`src/sphere_frustum_cull_macros.svh`:
```
// Assertion macros shared by the culling block.
`ifndef SPHERE_FRUSTUM_CULL_MACROS_SVH
`define SPHERE_FRUSTUM_CULL_MACROS_SVH

`ifndef SYNTHESIS
// Same-cycle implication, checked at every rising clock edge outside reset.
`define SFC_ASSERT_SAME(label, clk, rst_n, ante, cons) \
	label: assert property (@(posedge clk) disable iff (!rst_n) (ante) |-> (cons)) \
		else $error("sphere_frustum_cull: same-cycle check failed");
// Next-cycle implication.
`define SFC_ASSERT_NEXT(label, clk, rst_n, ante, cons) \
	label: assert property (@(posedge clk) disable iff (!rst_n) (ante) |=> (cons)) \
		else $error("sphere_frustum_cull: next-cycle check failed");
`else
`define SFC_ASSERT_SAME(label, clk, rst_n, ante, cons)
`define SFC_ASSERT_NEXT(label, clk, rst_n, ante, cons)
`endif

`endif

```
`src/sfc_pkg.sv`:
```
package sfc_pkg;

	localparam int COORD_W = 16;
	localparam int RAD_W   = 15;
	localparam int DIST_W  = 16;
	localparam int VEC_W   = 3 * COORD_W;
	localparam int OFS_W   = COORD_W + 1;
	localparam int PROD_W  = OFS_W + COORD_W;
	localparam int DOT_W   = PROD_W + 2;
	localparam int LIM_W   = DIST_W + 2;
	localparam int FRAC_SH = 14;
	localparam int CMP_W   = DOT_W + 1;
	localparam int IDX_W   = 3;

	typedef enum logic [IDX_W-1:0] {
		REG_CAMERA = 3'd0,
		REG_AXIS   = 3'd1,
		REG_LEFT   = 3'd2,
		REG_RIGHT  = 3'd3,
		REG_TOP    = 3'd4,
		REG_BOTTOM = 3'd5,
		REG_NEAR   = 3'd6,
		REG_FAR    = 3'd7
	} cfg_reg_t;

	localparam logic [DIST_W-1:0] FAR_RESET = '1;

	// Per-sphere limits in Q14.4, carried alongside the dot products.
	typedef struct packed {
		logic signed [LIM_W-1:0] near_lim;
		logic signed [LIM_W-1:0] far_lim;
		logic [RAD_W-1:0]        rad;
	} thr_t;

endpackage

```
`src/sfc_dot.sv`:
```
module sfc_dot import sfc_pkg::*; (
	input  logic                     clk,
	input  logic                     en,
	input  logic signed [OFS_W-1:0]  dx,
	input  logic signed [OFS_W-1:0]  dy,
	input  logic signed [OFS_W-1:0]  dz,
	input  logic [VEC_W-1:0]         vec,
	output logic signed [DOT_W-1:0]  dot_s3
);

	logic signed [COORD_W-1:0] vx, vy, vz;
	logic signed [PROD_W-1:0]  px_s2, py_s2, pz_s2;

	assign vx = vec[COORD_W-1:0];
	assign vy = vec[2*COORD_W-1:COORD_W];
	assign vz = vec[3*COORD_W-1:2*COORD_W];

	always_ff @(posedge clk) begin
		if (en) begin
			px_s2 <= dx * vx;
			py_s2 <= dy * vy;
			pz_s2 <= dz * vz;
		end
	end

	always_ff @(posedge clk) begin
		if (en) begin
			dot_s3 <= DOT_W'(px_s2) + DOT_W'(py_s2) + DOT_W'(pz_s2);
		end
	end

endmodule

```
`config.mk`:
```
export PLATFORM = sky130hd
export DESIGN_NAME = sfc_dot
export DESIGN_NICKNAME = d
export VERILOG_FILES = /design/src/sphere_frustum_cull_macros.svh /design/src/sfc_pkg.sv /design/src/sfc_dot.sv
export SDC_FILE = /design/constraint.sdc
export NUM_CORES = 2
export LEC_CHECK = 0
export BUFFER_PORTS_ARGS = -buffer_cell sky130_fd_sc_hd__buf_2
export CAP_MARGIN = 20
export CORE_ASPECT_RATIO = 0.5
export CORE_MARGIN = 3
export CORE_UTILIZATION = 33
export CTS_BUF_LIST = sky130_fd_sc_hd__clkbuf_4 sky130_fd_sc_hd__clkbuf_8 sky130_fd_sc_hd__clkbuf_16
export DETAILED_ROUTE_END_ITERATION = 16
export SYNTH_ARGS = -nofsm -noshare
export SYNTH_HDL_FRONTEND = slang
export SYNTH_SLANG_ARGS = --single-unit
```
`constraint.sdc`:
```
create_clock -name clk -period 5.7 [get_ports clk]
set_input_delay 0.285 -clock clk [delete_from_list [all_inputs] [get_ports clk]]
set_output_delay 0.285 -clock clk [all_outputs]
set_load 0.03 [all_outputs]
```
== After elaboration in Yosys (flattened, before gate mapping) ==
Cells that the tools add are included.
Word-level totals
  memories kept: 0
  bits in read-only memories: 0
  bits in writable memories: 0
  logic and storage cells: 9
  bits in latches: 0
  register bits: 134
Cells by class
  eq/ne operators: 0
  $mul: 3
  $lt $le $gt $ge: 0
  reductions and logical operators: 0
  add/subtract/negate cells: 2
  div/mod/pow operators: 0
  multiplexer cells: 0
  shift operators: 0
  bitwise operators: 0
Operators by type and width (number)
  $mul 17x16->33: 3
  $add 34x33->35: 1
  $add 33x33->34: 1

== Depth between registers and ports, before layout ==
  depth after elaboration: 2
  gate-level depth with buffers: 24
  gate-level depth less buffers: 22

== Worst setup path before layout ==
Ideal clock, no wire load.
  kind: input -> register
  from: in vec[39]
  to: reg pz_s2[28], data pin
  library setup time: 0.265 ns
  setup slack: -0.524 ns
  arrival: 5.959 ns
  required time: 5.435 ns
  cell stages on the path: 22
  path through: clkbuf_1 > clkbuf_1 > nand2_1 > fa_1 > inv_1 > fa_1 > fa_1 > fa_1 > fa_1 > inv_1 > fa_1 > inv_1 > ha_1 > a21o_1 > a21o_1 > a21oi_1 > nor2_1 > a2111oi_1 > o311ai_0 > a21oi_2 > o21ai_0 > xor2_1
Between the ends
  longest elaborated chain between the ends: 1
Ends and longest elaborated chain
  start: declaration: line sfc_dot.sv:7  | input logic [VEC_W-1:0] vec,
  $mul 17x16->33: line sfc_dot.sv:22  | pz_s2 <= dz * vz;
  end signal: assignment: line sfc_dot.sv:22
  end: declaration: line sfc_dot.sv:12  | logic signed [PROD_W-1:0] px_s2, py_s2, pz_s2;
Every way passes these cells.
A chain may end at the register's enable or synchronous reset.

== Worst setup path in the final report ==
  from: in dz[7]
  to: reg pz_s2[32], data pin
Between the ends
  longest elaborated chain between the ends: 1
Ends and longest elaborated chain
  start: declaration: line sfc_dot.sv:6  | input logic signed [OFS_W-1:0] dz,
  $mul 17x16->33: line sfc_dot.sv:22
Every way passes these cells.

==> impl_metrics.json <==
{
  "status": "completed",
  "drc": 0,
  "final_cells": 5733,
  "antenna_found_initial": 5,
  "layout.nets": 5471,
  "coreArea_sq_mm": 0.1107,
  "cts.root.buffer_cell": "clkbuf_16",
  "grt_max_degree": 79,
  "rsz0062_at_grt": "true",
  "ctsHtreeMaxLevel": 4,
  "overflow": 0,
  "drt_iter0_drc": 1336,
  "whs_ps": 326.2,
  "hpwl_mm": 80.76,
  "final_util_pct": 39.76,
  "io_buffers": 135,
  "clk_pin_slew_ps": 70,
  "postCtsHoldBufs": 0,
  "cts_made_buffers": 17,
  "num_io_pins": 136,
  "via_count": 26380,
  "dr.pass1.iters": 5,
  "finalHoldViolCount": 0,
  "r2r_cells": 13,
  "r2r_start": "py_s2[1]",
  "synth-seq-area-share_pct": 10.87,
  "vias_per_cell": 4.602,
  "area_growth_pct": 18.96,
  "max_slew_margin_pct": 31.59,
  "hold_path_end": "dot_s3[12]",
  "reg2reg_slack_ps": 1860,
  "syn-mean-instance-area_sq_um": 9.834,
  "period_share_pct": 99.70,
  "fmaxAchievable_mhz": 176.0,
  "final_antenna_net_count": 0,
  "grt_pass1_vias": 29630,
  "setup_viol": 0,
  "syn_inst": 3763,
  "wl_per_cell_um": 15.92,
  "hold_start": "en",
  "cp-end-kind": "register",
  "whs_path_depth": 1,
  "clkLatencyLatePin_ps": 430,
  "finalCriticalPeriod_ps": 5683,
  "drive_gt1_share_pct": 17.59,
  "die_area_sq_mm": 0.1164,
  "synth_seq_cells": 134,
  "start_kind": "input pin",
  "cts_tree": "built",
  "netlist_area_sq_mm": 0.03701,
  "criticalPathCategory": "input pin to register",
  "synth-edff-count": 134,
  "fin_tns_setup_ps": 0,
  "dp.cells": 5686,
  "synthFlopType": "edfxtp_1",
  "cts.sinks": 134,
  "die_w_um": 479.6,
  "hp-class": "input pin to register",
  "drv_cap": 0,
  "async_reset_ff_share_pct": 0,
  "wl_mm": 91.28,
  "clock_skew_ps": 14.08,
  "initial_core_util_pct": 33.42,
  "grt_pass1_wl_mm": 155.2,
  "crit_fanout": 6,
  "post_synth_num_cell_types": 61,
  "r2r_end": "dot_s3[31]",
  "syn_nets": 5011,
  "tightest_slew_ps": 1026,
  "synth-warning-count": 0,
  "slew_violations": 0,
  "grt_usage_pct": 16.41,
  "rows": 86,
  "clock_path_buffers": 2,
  "critical_path_arrival_ps": 5860,
  "gp_congestion": 0.8662,
  "critPathRequiredTime_ps": 5870,
  "die_h_um": 242.8
}
==> stage by stage <==
stage               setup WS (ps)  instance area, sq um
floorplan                  -2.547                 37200
global placement           -490.2                 42390
detailed placement         -552.9                 42390
CTS                         3.781                 42980
global route               -212.9                 44020
finish                      17.21                 44020
==> cell usage after synthesis (all sizes together), types with 2 or more instances <==
cell type	n	share of area, %
o211ai	6	0.12
o21a	15	0.30
a31oi	7	0.12
xor2	28	0.66
or2	8	0.14
a2111oi	8	0.20
o31a	5	0.17
nor3	21	0.31
clkbuf	110	1.1
nor2b	11	0.19
nand3	16	0.22
and2	393	6.6
o311ai	2	0.047
a41oi	4	0.14
xnor2	106	2.5
o21ai	50	0.68
a21o	60	1.2
o21bai	20	0.41
a31o	5	0.12
ha	285	9.6
nor4	3	0.051
o22ai	3	0.051
or3	3	0.051
nand2	418	4.2
nor3b	2	0.041
edfxtp	134	11
and4	4	0.095
nand2b	21	0.36
o2111ai	3	0.071
a21oi	95	1.3
a211oi	7	0.14
and3	9	0.15
fa	862	47
inv	911	9.2
nand4	8	0.14
nor2	91	0.92
o31ai	6	0.12
a211o	6	0.14
a221o	3	0.081
==> worst max-delay path, stage by stage <==
cell and delay, ps:
clkbuf_4 160, buf_6 120, nand2_1 70, fa_1 550
inv_1 50, fa_1 510, fa_2 490, fa_1 510
fa_1 530, inv_2 40, fa_1 510, inv_2 50
ha_4 240, a21o_1 170, a21o_1 160, a21oi_2 160
nor2_2 70, a2111oi_4 340, o311ai_2 180, a21oi_2 310
buf_4 170, a31o_4 130, a211oi_2 50
==> cells in the final DEF, fill, tap and decap left out, drive strengths merged, types with 9 or more instances in the layout <==
cell / Yosys / routed
nand2b: 21 / 21
o21bai: 20 / 20
o21ai: 50 / 50
and2: 393 / 393
a21o: 60 / 60
xnor2: 106 / 106
o21a: 15 / 15
edfxtp: 134 / 134
fa: 862 / 862
and3: 9 / 9
nor3: 21 / 21
inv: 911 / 920
clkbuf: 110 / 32
nand2: 418 / 418
a21oi: 95 / 95
nor2: 91 / 91
xor2: 28 / 28
ha: 285 / 285
nand3: 16 / 16
nor2b: 11 / 11
buf: 1 / 537
==> registers in the layout, indices dropped and copies added, names as in the netlist <==
register and cells:
pz_s2 33, py_s2 33, px_s2 33, dot_s3 35
==> what timing repair did <==
action / CTS / global route
hold endpoints to repair: 0 / 0
gates cloned: 0 / 1
buffers inserted: 0 / 17
gates resized for setup: 9 / 297
pin swaps: 1 / 103
endpoints found under the setup margin: 10 / 28
==> worst max path at each step <==
stage	start	end	cells after the start
after floorplan	dz[16]	pz_s2[28]	20
after global placement	vec[23]	py_s2[31]	21
after detailed placement	dy[7]	py_s2[32]	23
after CTS	dz[10]	pz_s2[32]	21
after global routing	vec[38]	pz_s2[32]	24
final	dz[7]	pz_s2[32]	23
==> logic make-up (layout without fill, tap and decap cells) <==
family          count (synthesis)  count (layout)  synth area share, %
flops                         134             134                10.87
xor+xnor                      134             134                3.172
buf+inv                      1022            1495                10.38
other cells                     0               1                    0
fa+ha+maj                    1147            1147                56.27
simple gates                 1009            1009                13.56
compound gates                317             317                5.751
==> layout make-up <==
| type | count | area (sq um) |
|---|---|---|
| multi-input cells | 2607 | 29830 |
| clock inverters | 15 | 136.4 |
| clock buffers | 17 | 425.4 |
| fillers | 10850 | 66700 |
| well taps | 1496 | 1872 |
| diodes | 1 | 2.502 |
| flip-flops and latches | 134 | 4024 |
| inverters | 911 | 3423 |
| repair buffers | 552 | 4310 |
==> metal layers <==
metal  routed length [um]  up-vias  share of wire, %  global-route usage (%)
met3                 3421       91               3.7                   1.469
met5                   41        -             0.045                       0
li1                     -    12180                 -                       -
met1                43060    13630                47                   23.47
met4                 1844        6               2.0                   3.262
met2                42910      477                47                   27.24
Power is not shown: default switching activity piles up to over one toggle a cycle in this logic, so the estimate is an artifact.
