===== src/sphere_frustum_cull_macros.svh =====
// Assertion macros shared by the culling block.
`ifndef SPHERE_FRUSTUM_CULL_MACROS_SVH
`define SPHERE_FRUSTUM_CULL_MACROS_SVH

`ifndef SYNTHESIS
// Same-cycle implication, checked at every rising clock edge outside reset.
`define SFC_ASSERT_SAME(label, clk, rst_n, ante, cons) \
	label: assert property (@(posedge clk) disable iff (!rst_n) (ante) |-> (cons)) \
		else $error("sphere_frustum_cull: same-cycle check failed");
// Next-cycle implication.
`define SFC_ASSERT_NEXT(label, clk, rst_n, ante, cons) \
	label: assert property (@(posedge clk) disable iff (!rst_n) (ante) |=> (cons)) \
		else $error("sphere_frustum_cull: next-cycle check failed");
`else
`define SFC_ASSERT_SAME(label, clk, rst_n, ante, cons)
`define SFC_ASSERT_NEXT(label, clk, rst_n, ante, cons)
`endif

`endif


===== src/sfc_pkg.sv =====
package sfc_pkg;

	localparam int COORD_W = 16;
	localparam int RAD_W   = 15;
	localparam int DIST_W  = 16;
	localparam int VEC_W   = 3 * COORD_W;
	localparam int OFS_W   = COORD_W + 1;
	localparam int PROD_W  = OFS_W + COORD_W;
	localparam int DOT_W   = PROD_W + 2;
	localparam int LIM_W   = DIST_W + 2;
	localparam int FRAC_SH = 14;
	localparam int CMP_W   = DOT_W + 1;
	localparam int IDX_W   = 3;

	typedef enum logic [IDX_W-1:0] {
		REG_CAMERA = 3'd0,
		REG_AXIS   = 3'd1,
		REG_LEFT   = 3'd2,
		REG_RIGHT  = 3'd3,
		REG_TOP    = 3'd4,
		REG_BOTTOM = 3'd5,
		REG_NEAR   = 3'd6,
		REG_FAR    = 3'd7
	} cfg_reg_t;

	localparam logic [DIST_W-1:0] FAR_RESET = '1;

	// Per-sphere limits in Q14.4, carried alongside the dot products.
	typedef struct packed {
		logic signed [LIM_W-1:0] near_lim;
		logic signed [LIM_W-1:0] far_lim;
		logic [RAD_W-1:0]        rad;
	} thr_t;

endpackage


===== src/sfc_offset.sv =====
module sfc_offset import sfc_pkg::*; (
	input  logic                       clk,
	input  logic                       en,
	input  logic signed [COORD_W-1:0]  center_x,
	input  logic signed [COORD_W-1:0]  center_y,
	input  logic signed [COORD_W-1:0]  center_z,
	input  logic [RAD_W-1:0]           radius,
	input  logic [VEC_W-1:0]           camera,
	input  logic [DIST_W-1:0]          near_dist,
	input  logic [DIST_W-1:0]          far_dist,
	output logic signed [OFS_W-1:0]    dx_s1,
	output logic signed [OFS_W-1:0]    dy_s1,
	output logic signed [OFS_W-1:0]    dz_s1,
	output thr_t                       thr_s1
);

	logic signed [COORD_W-1:0] cam_x, cam_y, cam_z;

	assign cam_x = camera[COORD_W-1:0];
	assign cam_y = camera[2*COORD_W-1:COORD_W];
	assign cam_z = camera[3*COORD_W-1:2*COORD_W];

	always_ff @(posedge clk) begin
		if (en) begin
			dx_s1 <= OFS_W'(center_x) - OFS_W'(cam_x);
			dy_s1 <= OFS_W'(center_y) - OFS_W'(cam_y);
			dz_s1 <= OFS_W'(center_z) - OFS_W'(cam_z);
			thr_s1.near_lim <= $signed(LIM_W'(near_dist)) + $signed(LIM_W'(radius));
			// A radius beyond the far distance drives this limit negative.
			thr_s1.far_lim <= $signed(LIM_W'(far_dist)) - $signed(LIM_W'(radius));
			thr_s1.rad <= radius;
		end
	end

endmodule


===== config.mk =====
export PLATFORM = sky130hd
export DESIGN_NAME = sfc_offset
export DESIGN_NICKNAME = d
export VERILOG_FILES = /design/src/sphere_frustum_cull_macros.svh /design/src/sfc_pkg.sv /design/src/sfc_offset.sv
export SDC_FILE = /design/constraint.sdc
export NUM_CORES = 1
export LEC_CHECK = 0
export CORE_AREA = 2 2 117 119
export DETAILED_ROUTE_END_ITERATION = 7
export DIE_AREA = 0 0 119 121
export DONT_BUFFER_PORTS = 1
export PLACE_DENSITY_LB_ADDON = 0.3
export REMOVE_ABC_BUFFERS = 1
export SYNTH_ARGS = -nofsm -noshare
export SYNTH_HDL_FRONTEND = slang
export SYNTH_SLANG_ARGS = --single-unit

===== constraint.sdc =====
create_clock -name clk -period 6.11 [get_ports clk]
set_input_delay 0.9165 -clock clk [delete_from_list [all_inputs] [get_ports clk]]
set_output_delay 0.9165 -clock clk [all_outputs]
set_load 0.05 [all_outputs]

======== Word-level counts from Yosys, hierarchy flattened ========
Cells that the tools add are included.
operators by class
  add/subtract/negate cells ............... 5
operator list
  kind                                            count
  16-bit by 16-bit subtractor with 17-bit output  3
  16-bit by 15-bit adder with 17-bit output       1
  16-bit by 15-bit subtractor with 17-bit output  1
storage, ports and cells
  bits in registers ....................... 102
  logic and storage cells ................. 11
  output and inout port bits .............. 102

======== Longest topological paths before layout ========
Gate-level depths: netlist (run 1).
  depth after elaboration ................. 1
  depth in mapped cells ................... 9

======== Worst setup path after synthesis (run 1) ========
OpenSTA, ideal clock, no wires.
  path kind ............................... input to register
  start point ............................. input radius[0]
  end point ............................... register thr_s1[47] (netlist name) (data pin)
  arrival ................................. 2.641 ns
  path slack .............................. 3.207 ns
  stages on the path ...................... 8
  data required time ...................... 5.848 ns
  path through ............................ ha_1 fa_1 a21oi_1 o211ai_1 a221o_1 a21oi_1 o21ai_1 xor2_1
on the way
  cells in the longest elaborated chain, start to end .. 1
RTL lines
  element                                    line              source
  from (decl)                                sfc_offset.sv:7   input logic [RAD_W-1:0] radius,
  16-bit by 15-bit adder with 17-bit output  sfc_offset.sv:28  thr_s1.near_lim <= $signed(LIM_W'(near_dist)) + $signed(LIM_W'(radius));
  to (decl)                                  sfc_offset.sv:14  output thr_t thr_s1
Every way passes these cells.
A chain may end at the register's enable or synchronous reset.

======== Final worst setup path (run 1) ========
Same ends and word-level chain as after synthesis.

==> impl_metrics.tcl, run 1 <==
set metrics [dict create \
    grt_overflow_total 0 \
    chipWidth_microns 119 \
    relSlewSlack_pct 40.0 \
    max-vdd-ir-drop_v 0.000145 \
    hold_viol_final 0 \
    core_area_sq_mm 0.0131 \
    cts.clk_slew.worst_paths_ps 70 \
    yosysMostFrequentCell "edfxtp_1" \
    grt_max_degree 101 \
    post_cts_resized 0 \
    power_per_cell_area_mw_per_mm2 306 \
    wl_microns 15700 \
    dieArea_sq_mm 0.0144 \
    area.growth.synth_to_final_pct 6.71 \
    first_global_vias 5061 \
    pre_cts_ws_ps 2950 \
    power_switching_uw 898 \
    routed_via_density 5.91 \
    die_h_microns 121 \
    async_flop_share_pct 0 \
    p_clk_share_pct 25.7 \
    crit_top_cell "a21oi_1" \
    synth-main-ff-cell "edfxtp_1" \
    cts_tree "yes" \
    intPower_uw 1410 \
    p_comb_share_pct 18.7 \
    io_pins 247 \
    min_period_ps 2810 \
    crit_family "compound AO/OA/AOI/OAI gates" \
    status "finished clean" \
    rows 42 \
    root_buffer "clkbuf_16" \
    hold_ws_ps 657 \
    ys_ff_latch 100 \
    postCtsSetupBuffers 0 \
    ant_nets 0 \
    cts_buffers 9 \
    grt_pass1_wl_microns 24700 \
    grt_usage_pct 21.6 \
    setup_viol 0 \
    crit_chain "ha_1 > fa_1 > a21oi_1 > o211ai_1 > a221o_1 > a21oi_1 > o21ai_1 > xor2_1" \
    fillers 1121 \
    seq_power_share_pct 55.5 \
    synth_top_area_cell "edfxtp_1" \
    setup_ws_ps 3300 \
    grt_antenna_before_repair 0 \
    antenna_cells 0 \
    holdPathEnd "thr_s1[9]" \
    hpwlAfterDp_microns 12400 \
    drt_iter0_markers 273 \
    synthTopCellsByArea "edfxtp_1, ha_1, inv_1" \
    clk_path_buf_depth 2 \
    rsz0062_at_grt "false" \
    slowest_stage "fa_1" \
    drt_pass1_iterations 4 \
    switching_share_pct 38.9 \
    fmax_mhz 356 \
    required_ps 6220 \
    yosysUniqueCellTypes 67 \
    p_leak_uw 0.00323 \
    critPathArrivalTime_ps 2910 \
    ys_seq_area_share_pct 42.5 \
    drv_cap 0 \
    drive_above_1_share_pct 4.49 \
    holdPathStages 0 \
    h-tree-depth 3 \
    cp_max_fo 3 \
    fin_nets 913 \
    yosys_warnings 0 \
    crit_path_start_kind "input port" \
    path_class "in -> reg" \
    min_path_type "in -> reg" \
    initial_core_util_pct 54.0 \
    worstHoldStart "radius[9]" \
    synth_top_area_share_pct 42.5 \
    drcViolationCount 0 \
    synth.avg_cell_area_sq_um 10.3 \
    cp-end-kind "register" \
    drv_slew 0 \
    routabilityCongestion 0.875 \
    max_stage_delay_ps 430 \
    cts_sinks 100 \
    avgRoutedWirePerCell_microns 18.2 \
    synthTopCellsByCount "edfxtp_1, inv_1, ha_1" \
    critical_path_buf_inv_count 0 \
    syn_area_sq_mm 0.00706 \
    finalSetupTns_ps 0 \
    syn_inst 686 \
    min_period_over_period_pct 46.0 \
    synth_edf_count 100 \
    max_slew.worst_pin.slew_ps 902 \
    hold_buffers 0 \
    port_buffers 0 \
    vias 5118 \
]
## final cells by class
type	instances	area, sq um	share of cell area, %
Multi-Input combinational cell	481	3660	48.5
Sequential cell	100	3000	39.8
Inverter	93	349	4.63
Clock buffer	9	225	2.99
Tap cell	176	220	2.92
Clock inverter	7	81.3	1.08
## kinds of logic (layout without fill, tap and decap cells)
| family | count (synthesis) | after routing | synth area share [%] |
|---|---|---|---|
| muxes | 3 | 3 | 0.425 |
| other | 1 | 1 | 0.0531 |
| AOI/OAI and AO/OA | 199 | 199 | 19.6 |
| DFF | 100 | 100 | 42.5 |
| and+or+nand+nor | 137 | 137 | 9.32 |
| xor gates and xnor gates | 58 | 58 | 7.19 |
| adders and majority gates | 83 | 83 | 15.2 |
| buffers and inverters | 105 | 109 | 5.69 |
## per-stage QoR
stage / utilization [%] / total power, uW / cell area (sq um) / instances
2_1_floorplan: - / 1630 / 7010 / 674
3_3_place_gp: 55.3 / 1710 / 7230 / 850
3_5_place_dp: 55.3 / 1730 / 7230 / 850
4_1_cts: 57.6 / 2310 / 7540 / 866
5_1_grt: 57.6 / 2400 / 7540 / 866
6_report: 57.6 / 2310 / 7540 / 866
## cells in the final DEF, fill, tap and decap left out, types with 8 or more instances in the layout
master,count
edfxtp_1,100
inv_1,93
ha_1,78
a21oi_1,63
nor2_1,41
xnor2_1,36
nand2_1,32
o21ai_0,27
xor2_1,22
a21o_1,19
nand3_1,15
o21a_1,14
a31oi_1,10
nor2b_1,9
o211ai_1,9
nand2b_1,9
clkbuf_16,9
nand4_1,8
## sequential cells by signal, indices dropped and copies added, names as in the netlist
| signal | flops |
|---|---|
| thr_s1 | 49 |
| dx_s1 | 17 |
| dy_s1 | 17 |
| dz_s1 | 17 |
## how the worst max path moves through the flow
stage | from | end | slack, ps | depth (start not counted)
5_1_grt | radius[0] | thr_s1[47] | 3120 | 8
3_3_place_gp | radius[0] | thr_s1[47] | 2950 | 8
3_5_place_dp | radius[0] | thr_s1[47] | 2950 | 8
4_1_cts | radius[0] | thr_s1[47] | 3320 | 8
6_report | radius[0] | thr_s1[47] | 3300 | 8
2_1_floorplan | radius[0] | thr_s1[47] | 3210 | 8
## power by group through the flow
stage / registers [uW] / clock network, uW / logic [uW]
after floorplan: 1270 / 0 / 352
after global placement: 1300 / 0 / 412
after detailed placement: 1300 / 0 / 428
after CTS: 1280 / 598 / 430
after global routing: 1290 / 621 / 487
final: 1280 / 594 / 432
## routing by layer
metal | routed length, microns | global-route usage [%] | up-vias | share of wire (%)
met2 | 7690 | 37.1 | 205 | 49
met4 | 560 | 9.75 | 0 | 3.6
met5 | 0 | 0 | - | 0
met1 | 6270 | 24.7 | 2379 | 40
met3 | 1210 | 6.86 | 38 | 7.7
li1 | - | - | 2496 | -
No activity file was read; power rests on OpenSTA's default activity.
==> run 2, diff against run 1 <==
Clock period 6.11 ns to 2.4 ns, I/O delays scaled along.
==> impl_metrics.tcl, run 2 (synthesis results as in run 1) <==
set metrics [dict create \
    status "finished clean" \
    postCtsSetupBuffers 0 \
    wl_met2_microns 7740 \
    routed_via_density 5.80 \
    seq_power_share_pct 55.5 \
    area.sequential_sq_mm 0.00300 \
    met1_length_microns 6280 \
    p_leak_uw 0.00328 \
    min_path_type "in -> reg" \
    cts_sinks 100 \
    relSlewSlack_pct 58.8 \
    drv_slew 0 \
    p_comb_share_pct 19.4 \
    cp_max_fo 3 \
    fin_nets 924 \
    finalSetupTns_ps 0 \
    placed_area_sq_mm 0.00731 \
    critPathArrivalTime_ps 2230 \
    vias 5089 \
    regMostFlops "thr_s1" \
    cts.clk_slew.worst_paths_ps 70 \
    required_ps 2500 \
    wl_microns 15500 \
    mostFrequentLayoutCells "edfxtp_1, inv_1, ha_1" \
    max_slew.worst_pin.slew_ps 615 \
    p_clk_share_pct 25.1 \
    grt_overflow_total 0 \
    setup_viol 0 \
    rsz0062_at_grt "false" \
    crit_chain "inv_1 > ha_1 > fa_1 > nand2b_1 > a21oi_1 > o21bai_1 > a21boi_1 > nor4_1 > a311o_1" \
    grt_pass1_wl_microns 24700 \
    area.growth.synth_to_final_pct 7.78 \
    drcViolationCount 0 \
    fillers 1119 \
    min_period_ps 2130 \
    initial_core_util_pct 54.0 \
    cts_buffers 9 \
    grt_max_degree 101 \
    clk_path_buf_depth 2 \
    h-tree-depth 3 \
    cp-end-kind "register" \
    dieArea_sq_mm 0.0144 \
    ant_nets 0 \
    largest_register_ffs 49 \
    path_class "in -> reg" \
    intPower_uw 3600 \
    antenna_cells 0 \
    drt_pass1_iterations 6 \
    hpwlAfterDp_microns 12400 \
    root_buffer "clkbuf_16" \
    switching_share_pct 38.6 \
    max-vdd-ir-drop_v 0.000317 \
    power_switching_uw 2260 \
    chipWidth_microns 119 \
    grt_antenna_before_repair 0 \
    wl_met3_microns 1170 \
    rows 42 \
    max_stage_delay_ps 400 \
    hold_viol_final 0 \
    final_common_cell "edfxtp_1" \
    min_period_over_period_pct 88.9 \
    fmax_mhz 468 \
    drv_cap 0 \
    slowest_stage "fa_1" \
    avgRoutedWirePerCell_microns 17.7 \
    io_pins 247 \
    first_global_vias 5030 \
    port_buffers 0 \
    hold_buffers 0 \
    multi_input_area_sq_mm 0.00366 \
    final_area_sq_mm 0.00761 \
    crit_path_start_kind "input port" \
    power_per_cell_area_mw_per_mm2 769 \
    routabilityCongestion 0.874 \
    drt_iter0_markers 309 \
    grt_usage_pct 21.7 \
    cts_tree "yes" \
    core_area_sq_mm 0.0131 \
    top_layer_used "met4" \
    drive_above_1_share_pct 5.85 \
    die_h_microns 121 \
    post_cts_resized 0 \
]
[run 2: cell types whose count changed in the layout (fill, tap and decap cells not counted)]
cell | before | now
buf_4 | 0 | 11
clkinv_4 | 2 | 0
inv_6 | 2 | 1
clkinvlp_4 | 0 | 2
clkinv_1 | 0 | 1
[run 2: path summary, 6_finish.rpt]
path                     from    endpoint  slack (ps)  cells after the start
hold / removal     radius[14]  thr_s1[14]         110                      0
setup / recovery  center_y[0]   dy_s1[10]         270                      9
[run 2: final cells by class]
class	count	area share (%)
clock buffer	9	2.96
clock inverter	7	0.970
inverter	93	4.59
multi-input combinational	481	48.1
sequential	100	39.4
tap	176	2.89
timing repair buffer	11	1.08
[run 2: critical path, delay by kind of cell]
| kind | cells | cell delay [ps] |
|---|---|---|
| AO/OA/AOI/OAI | 4 | 960 |
| adder cells (fa/ha/maj) | 2 | 620 |
| buffers and inverters | 1 | 20 |
| AND/OR/NAND/NOR | 2 | 250 |
[run 2: per-stage QoR]
stage	util [%]	total power (uW)	hold slack [ps]	setup slack (ps)	std cells
global placement	55.9	4380	459	-87.0	861
finish	58.2	5860	105	265	877
CTS	58.2	5890	90.9	283	877
floorplan	-	4140	459	53.5	674
global route	58.2	6110	89.0	149	877
detailed placement	55.9	4420	459	-77.7	861
[run 2: per-layer routing]
layer | global-route usage (%) | up-vias
li1 | - | 2516
met1 | 25.8 | 2339
met2 | 37.1 | 209
met3 | 6.20 | 25
met4 | 8.48 | 0
met5 | 0 | -
[run 2: power groups by stage]
stage | clock (uW) | combinational, uW | sequential (uW)
floorplan | 0 | 895 | 3240
global placement | 0 | 1090 | 3290
detailed placement | 0 | 1130 | 3290
CTS | 1500 | 1140 | 3260
global route | 1560 | 1280 | 3270
finish | 1470 | 1140 | 3250
==> run 3, diff against run 2 <==
Clock period 2.4 ns to 2.6 ns, I/O delays scaled along.
==> impl_metrics.tcl, run 3 (synthesis results as in run 1) <==
set metrics [dict create \
    hold_viol_final 0 \
    intPower_uw 3510 \
    cts_buffers 9 \
    final_common_cell "edfxtp_1" \
    cp-end-kind "register" \
    largest_register_ffs 49 \
    drcViolationCount 0 \
    io_pins 247 \
    min_path_type "in -> reg" \
    max_slew.worst_pin.slew_ps 937 \
    worstHoldStart "radius[12]" \
    min_period_ps 2160 \
    die_h_microns 121 \
    avgRoutedWirePerCell_microns 17.8 \
    dieArea_sq_mm 0.0144 \
    slowest_stage "fa_1" \
    port_buffers 0 \
    min_period_over_period_pct 83.0 \
    cts_tree "yes" \
    p_total_uw 5580 \
    h-tree-depth 3 \
    drv_slew 0 \
    critical_path_buf_inv_count 1 \
    power_per_cell_area_mw_per_mm2 734 \
    fin_nets 917 \
    setup_viol 0 \
    wl_microns 15500 \
    top_layer_used "met4" \
    ant_nets 0 \
    grt_overflow_total 0 \
    critPathArrivalTime_ps 2230 \
    p_comb_share_pct 18.2 \
    fmax_mhz 463 \
    antenna_cells 0 \
    grt_usage_pct 21.6 \
    drive_above_1_share_pct 4.90 \
    final_area_sq_mm 0.00761 \
    rsz0062_at_grt "false" \
    holdPathEnd "thr_s1[12]" \
    clk_path_buf_depth 2 \
    grt_pass1_wl_microns 24700 \
    crit_top_cell "a41oi_1" \
    holdPathStages 0 \
    wl_met3_microns 1230 \
    mostFrequentLayoutCells "edfxtp_1, inv_1, ha_1" \
    routabilityCongestion 0.878 \
    drv_cap 0 \
    rows 42 \
    max-vdd-ir-drop_v 0.000307 \
    hpwlAfterDp_microns 12400 \
    max_stage_delay_ps 420 \
    setup_ws_ps 441 \
    hold_buffers 0 \
    grt_max_degree 101 \
    met1_length_microns 6180 \
    power_switching_uw 2080 \
    seq_power_share_pct 53.9 \
    place_inst 854 \
    crit_chain "inv_1 > ha_1 > fa_1 > nor2b_1 > o211ai_1 > a31oi_1 > a41oi_1 > a21oi_1 > a41oi_1" \
    relSlewSlack_pct 37.7 \
    wl_met2_microns 7570 \
    drt_pass1_iterations 4 \
    regMostFlops "thr_s1" \
    chipWidth_microns 119 \
    status "finished clean" \
    fin_cells 870 \
    core_area_sq_mm 0.0131 \
    pre_cts_ws_ps 63.5 \
    crit_family "compound AO/OA/AOI/OAI gates" \
    cp_max_fo 2 \
    root_buffer "clkbuf_16" \
    routed_via_density 5.90 \
    cts.clk_slew.worst_paths_ps 70 \
    crit_path_start_kind "input port" \
    placed_area_sq_mm 0.00726 \
    finalSetupTns_ps 0 \
    p_leak_uw 0.00327 \
    post_cts_resized 0 \
    grt_antenna_before_repair 0 \
    first_global_vias 5118 \
    p_clk_share_pct 27.9 \
    vias 5137 \
    drt_iter0_markers 265 \
    postCtsSetupBuffers 0 \
    required_ps 2670 \
    cts_sinks 100 \
    initial_core_util_pct 54.0 \
    switching_share_pct 37.2 \
    path_class "in -> reg" \
    area.growth.synth_to_final_pct 7.72 \
]
==> run 3: cell count changes in the layout (fill, tap and decap cells not counted) <==
cell	delta
buf_4	-7
clkinvlp_4	-2
clkinv_4	+1
clkinv_2	-1
bufinv_16	+2
==> run 3: metrics by stage <==
stage / hold slack, ps / util (%)
floorplan: 489 / -
global placement: 489 / 55.5
detailed placement: 489 / 55.5
CTS: 126 / 58.2
global route: 121 / 58.2
finish: 138 / 58.2
==> run 3: layout make-up <==
class | count | area, sq um
flip-flops and latches | 100 | 3000
inverters | 93 | 349
clock buffers | 9 | 225
well taps | 176 | 220
fillers | 1101 | 5480
repair buffers | 4 | 30.0
multi-input cells | 481 | 3660
clock inverters | 7 | 123
==> run 3: routing by layer <==
| metal | global-route usage [%] | up-vias |
|---|---|---|
| met5 | 0 | - |
| met4 | 8.41 | 0 |
| met3 | 7.10 | 32 |
| met2 | 37.2 | 208 |
| met1 | 25.0 | 2395 |
| li1 | - | 2502 |
==> run 3: power groups by stage <==
stage	registers, uW	logic [uW]	clock network, uW
final	3010	1020	1560
after global routing	3030	1150	1640
after CTS	3020	1020	1580
after detailed placement	3050	1010	0
after global placement	3050	976	0
after floorplan	2990	826	0
==> run 3: worst max path at each step <==
stage	start	to	slack, ps	cells after the start
2_1_floorplan	radius[0]	thr_s1[47]	220	8
3_3_place_gp	radius[0]	thr_s1[47]	80	8
3_5_place_dp	far_dist[0]	thr_s1[31]	60	9
4_1_cts	far_dist[0]	thr_s1[31]	430	9
5_1_grt	radius[0]	thr_s1[47]	300	8
6_report	far_dist[0]	thr_s1[31]	440	9
